==> src/waveform_minmax_pixel_sampler_defines.svh <==
// ----------------------------------------------------------------------------
// Waveform min/max pixel sampler: assertion macros
// Shared concurrent assertion helpers, clocked on clk, held off during reset.
// ----------------------------------------------------------------------------
`ifndef WAVEFORM_MINMAX_PIXEL_SAMPLER_DEFINES_SVH
`define WAVEFORM_MINMAX_PIXEL_SAMPLER_DEFINES_SVH

// Implication checked on every clock edge outside reset
`define WMPS_ASSERT_IMP(lbl, ante, cons, msg) \
  lbl: assert property (@(posedge clk) disable iff (!rst_n) (ante) |-> (cons)) \
    else $error(msg);

// Next-cycle implication checked outside reset
`define WMPS_ASSERT_NEXT(lbl, ante, cons, msg) \
  lbl: assert property (@(posedge clk) disable iff (!rst_n) (ante) |=> (cons)) \
    else $error(msg);

`endif

==> src/wmps_pkg.sv <==
// ----------------------------------------------------------------------------
// Waveform min/max pixel sampler package
// Field layout, register indexes, state codes and shared types.
// ----------------------------------------------------------------------------
`timescale 1ns / 1ps

package wmps_pkg;

  // Divider operand widths: timeline frame (32) times sample rate (19)
  localparam int DIVD_W = 51;
  localparam int DIVS_W = 17;
  localparam int DCNT_W = 6;

  // Configuration register indexes
  localparam logic [1:0] CFG_SAMPLE_RATE     = 2'd0;
  localparam logic [1:0] CFG_FRAMES_PER_PEAK = 2'd1;
  localparam logic [1:0] CFG_PEAK_COUNT      = 2'd2;
  localparam logic [1:0] CFG_TIMELINE_FPS    = 2'd3;

  // Item kinds carried on tuser
  localparam logic MODE_LOAD  = 1'b0;
  localparam logic MODE_QUERY = 1'b1;

  // Input tdata layout
  localparam int IN_TDATA_W = 144;
  localparam int OFS_ADDR   = 0;
  localparam int OFS_PMIN   = 12;
  localparam int OFS_PMAX   = 28;
  localparam int OFS_SRC    = 44;
  localparam int OFS_DUR    = 76;
  localparam int OFS_WIDTH  = 108;
  localparam int OFS_PIX    = 124;

  // Output tdata layout
  localparam int OUT_TDATA_W = 48;

  // Division steps of one query
  localparam logic [2:0] PH_FIRST_TL = 3'd0;
  localparam logic [2:0] PH_LAST_TL  = 3'd1;
  localparam logic [2:0] PH_FIRST_SF = 3'd2;
  localparam logic [2:0] PH_LAST_SF  = 3'd3;
  localparam logic [2:0] PH_FIRST_PK = 3'd4;
  localparam logic [2:0] PH_LAST_PK  = 3'd5;

  typedef enum logic [5:0] {
    S_IDLE = 6'b000001,
    S_PREP = 6'b000010,
    S_GO   = 6'b000100,
    S_DIV  = 6'b001000,
    S_SCAN = 6'b010000,
    S_DONE = 6'b100000
  } state_t;

  typedef struct packed {
    logic busy;
    logic done;
  } div_stat_t;

endpackage

==> src/wmps_div.sv <==
// ----------------------------------------------------------------------------
// Radix-2 restoring divider
// Unsigned quotient of a 51-bit dividend by a 17-bit non-zero divisor.
// ----------------------------------------------------------------------------
`timescale 1ns / 1ps

module wmps_div (
  input  logic                       clk,
  input  logic                       rst_n,
  input  logic                       start,
  input  logic [wmps_pkg::DIVD_W-1:0] dividend,
  input  logic [wmps_pkg::DIVS_W-1:0] divisor,
  output logic [wmps_pkg::DIVD_W-1:0] quotient,
  output wmps_pkg::div_stat_t         stat
);

  logic [wmps_pkg::DIVD_W-1:0] quo_r, quo_nxt;
  logic [wmps_pkg::DIVS_W-1:0] rem_r, rem_nxt;
  logic [wmps_pkg::DIVS_W-1:0] dvs_r;
  logic [wmps_pkg::DCNT_W-1:0] cnt_r, cnt_nxt;
  logic                        busy_r, busy_nxt;
  logic                        done_r, done_nxt;
  logic [wmps_pkg::DIVS_W:0]   trial;

  // one quotient bit per cycle
  always_comb begin
    trial    = {rem_r, quo_r[wmps_pkg::DIVD_W-1]};
    quo_nxt  = quo_r;
    rem_nxt  = rem_r;
    cnt_nxt  = cnt_r;
    busy_nxt = busy_r;
    done_nxt = 1'b0;
    if (start) begin
      quo_nxt  = dividend;
      rem_nxt  = '0;
      cnt_nxt  = wmps_pkg::DCNT_W'(wmps_pkg::DIVD_W - 1);
      busy_nxt = 1'b1;
    end else if (busy_r) begin
      if (trial >= {1'b0, dvs_r}) begin
        rem_nxt = wmps_pkg::DIVS_W'(trial - {1'b0, dvs_r});
        quo_nxt = {quo_r[wmps_pkg::DIVD_W-2:0], 1'b1};
      end else begin
        rem_nxt = wmps_pkg::DIVS_W'(trial);
        quo_nxt = {quo_r[wmps_pkg::DIVD_W-2:0], 1'b0};
      end
      cnt_nxt = cnt_r - 1'b1;
      if (cnt_r == '0) begin
        busy_nxt = 1'b0;
        done_nxt = 1'b1;
      end
    end
  end

  always_ff @(posedge clk) begin
    if (!rst_n) begin
      busy_r <= 1'b0;
      done_r <= 1'b0;
    end else begin
      busy_r <= busy_nxt;
      done_r <= done_nxt;
    end
  end

  always_ff @(posedge clk) begin
    quo_r <= quo_nxt;
    rem_r <= rem_nxt;
    cnt_r <= cnt_nxt;
    if (start) begin
      dvs_r <= divisor;
    end
  end

  assign quotient  = quo_r;
  assign stat.busy = busy_r;
  assign stat.done = done_r;

endmodule
==> config.mk <==
export PLATFORM = sky130hd
export DESIGN_NAME = wmps_div
export DESIGN_NICKNAME = d
export VERILOG_FILES = /design/src/waveform_minmax_pixel_sampler_defines.svh /design/src/wmps_pkg.sv /design/src/wmps_div.sv
export SDC_FILE = /design/constraint.sdc
export NUM_CORES = 1
export LEC_CHECK = 0
export BUFFER_PORTS_ARGS = -buffer_cell sky130_fd_sc_hd__buf_2
export CORE_UTILIZATION = 53
export DETAILED_ROUTE_END_ITERATION = 16
export GPL_ROUTABILITY_DRIVEN = 1
export HOLD_SLACK_MARGIN = 0.02
export PLACE_DENSITY = 0.83
export SKIP_LAST_GASP = 1
export SLEW_MARGIN = 30
export SYNTH_ARGS = -nofsm -noshare
export SYNTH_HDL_FRONTEND = slang
export SYNTH_SLANG_ARGS = --single-unit
==> constraint.sdc <==
create_clock -name clk -period 3.15 [get_ports clk]
set_input_delay 0.4725 -clock clk [delete_from_list [all_inputs] [get_ports clk]]
set_output_delay 0.4725 -clock clk [all_outputs]
set_load 0.03 [all_outputs]
==> results.cfg <==
[synthesis]
netlist_area_um2 = 4736
syn_inst = 393
yosysTopAreaCellShare_pct = 43.12
synth-adder-area-share_pct = 5.443
synth_top_family_by_area = multiplexers
ys_ff_latch = 93
yosys.area.top_type = edfxtp_1
avgSynthCellArea_um2 = 12.05
synthMuxAreaShare_pct = 13.61
yosysWarningCount = 0
synth_cell_types = 52
synth_edf_count = 68
synth_most_common_cell = edfxtp_1
synth_xor_xnor_area_share_pct = 3.144
ys_top_cells_by_count = edfxtp_1, mux2_2, nor2_1, dfxtp_1, inv_1
synth-compound-area-share_pct = 11.73
ys_top_cells_by_area = edfxtp_1, mux2_2, dfxtp_1
synthFlopType = edfxtp_1
seq_area_frac_synth_pct = 53.69
synthSimpleGateAreaFrac_pct = 8.085
syn-num-nets = 484
async_reset_ff_share_pct = 0

[global_routing]
grt_overflow = 0
grtUsageMet2_pct = 33.57
busiest_layer = met2
grt_max_degree = 35
grtUsageMet3_pct = 6.182
grt_first_pass_wirelength_um = 14660
use_met1_pct = 26.36
grt_pass1_vias = 3257
grt_usage_pct = 20.62
antenna_found_initial = 1

[finish]
regArea_um2 = 2542
drive_gt1_share_pct = 39.77
fillers = 659
insertedDiodeCount = 0
multi_input_area_um2 = 1989
area_growth_pct = 19.00
nNetsFinal = 599

[routing]
vias = 3424
avgRoutedWirePerCell_um = 15.33
wl_um = 9518
dr.pass1.iters = 4
drc = 0
vias_per_cell = 5.514
drt_first_iter_violations = 200
postRouteAntennaNets = 0

[pwr]
power_frac_clock_pct = 26.9
p_leak_nw = 2.360
p_int_mw = 2.159
vdd_drop_max_v = 0.0003226
p_comb_share_pct = 25.0
cellPowerDensity_nw_per_um2 = 560.6
swShare_pct = 31.67
switchingPower_mw = 1.001
seqPwrFrac_pct = 48.1

[die]
num_rows = 34
num_io_pins = 124
die_w_um = 96.53
core_um2 = 8678
die_y_um = 96.53
initial_utilization_pct = 54.57
dieArea_um2 = 9317

[min_path]
min_path_type = input pin to flop
hold_path_depth = 1

[sta]
clock.fmax_ghz = 0.3406
fin_worst_skew_ns = 0.01735
period_minus_slack_ns = 2.936
fin_tns_setup_ns = 0
slew_viol_final = 0
hold_violations = 0
period_share_pct = 93.19
hold_ws_ns = 0.2919
worst-slew-pin-transition_ns = 0.7010
rsz0062_at_grt = false
finalSetupViolations = 0
relSlewSlack_pct = 53.21
fin_ws_ns = 0.2144

[worst_setup_path]
worstRegToRegCells = 10
cp-end-kind = flop
cp_slowest_cell = edfxtp_1
arrival_ns = 3.04
critPathKind = flop to flop
reg2reg_slack_ns = 0.21
crit_required_ns = 3.25
path_cells = inv_1 -> ha_1 -> inv_1 -> fa_1 -> a211oi_1 -> o21a_4 -> o21ai_4 -> o21ai_4 -> nand2_2 -> mux2_2
crit_path_max_incr_delay_ns = 0.42
startpoint_type = flop
crit_path_max_fanout = 14
path_depth = 10
critPathBufInv = 2
critPathTopFamily = compound AO/OA/AOI/OAI gates

[placed_design]
pre_cts_ws_ns = 0.2166
dp_hpwl_um = 6889
place_congestion = 0.8987
portBuffers = 123

[cts]
cts_resized = 0
clock_latency_ns = 0.36
clockBufferDepth = 2
clkTransAtPathRegs_ns = 0.10
cts_tree = done
postCtsSetupBuffers = 0
cts-root-buf = clkbuf_8
cts.sink_count = 93
htree_levels = 3
hold_buffers = 0
cts_made_buffers = 9

[status]
status = complete, no violations

[job]
max_cap_violations = 0
worst reg2reg max path: cells and delay by family (launching register included):
kind / cells / cell delay, ns
AO/OA/AOI/OAI: 4 / 0.86
adder cells (fa/ha/maj): 2 / 0.59
flip-flops: 1 / 0.42
multiplexers: 1 / 0.38
AND/OR/NAND/NOR: 1 / 0.29
buffers and inverters: 2 / 0.14
through the flow:
step | utilization (%) | instances | instance area [um^2] | power (mW)
3_5_place_dp | 62.47 | 605 | 5421 | 2.328
5_1_grt | 64.94 | 621 | 5635 | 3.306
3_3_place_gp | 62.47 | 605 | 5421 | 2.306
6_report | 64.94 | 621 | 5635 | 3.159
2_1_floorplan | - | 393 | 4736 | 2.126
4_1_cts | 64.94 | 621 | 5635 | 3.177
power groups by stage:
stage	clock (mW)	sequential, mW	combinational [mW]
floorplan	0	1.67	0.453
global placement	0	1.54	0.766
detailed placement	0	1.54	0.785
CTS	0.868	1.52	0.790
global route	0.913	1.54	0.858
finish	0.851	1.52	0.790
cells in the final DEF (no fill, tap or decap), types with 9 or more instances in the layout:
cell      Yosys  final
a211oi_1     11     11
mux2_2       51     51
dfxtp_1      25     25
xnor2_1      14     14
buf_2         3    122
nand2_1      18     18
clkbuf_8      0      9
edfxtp_1     68     68
inv_1        25     25
ha_1         19     19
a21oi_1      22     22
nor2_1       28     28
logic make-up after synthesis:
logic type | after synthesis
and+or+nand+nor | 81
muxes | 58
buffers and inverters | 48
adders and majority gates | 20
AOI/OAI and AO/OA | 76
DFF | 93
xor gates and xnor gates | 17
final cells by class:
class	count	area share [%]
Sequential cell	93	45.12
Tap cell	108	2.398
Clock buffer	9	2.198
Multi-Input combinational cell	252	35.30
Timing Repair Buffer	127	11.72
Clock inverter	7	1.599
Inverter	25	1.665
metal layers:
| metal | vias to the layer above | wire [um] |
|---|---|---|
| met5 | - | 0 |
| met4 | 0 | 107 |
| met3 | 11 | 658 |
| met2 | 109 | 4673 |
| met1 | 1638 | 4078 |
| li1 | 1666 | - |
path summary, 6_finish.rpt:
check | start | endpoint
max | quotient[50] | quotient[0]
min | divisor[11] | dvs_r[11]
max reg2reg | quotient[50] | quotient[0]
min reg2reg | cnt_r[0] | cnt_r[0]
sequential cells by signal, indices dropped and copies added (netlist names):
signal	count
done_r	1
rem_r	17
quotient	51
cnt_r	6
busy_r	1
dvs_r	17
No activity file was read; power rests on OpenSTA's default activity.
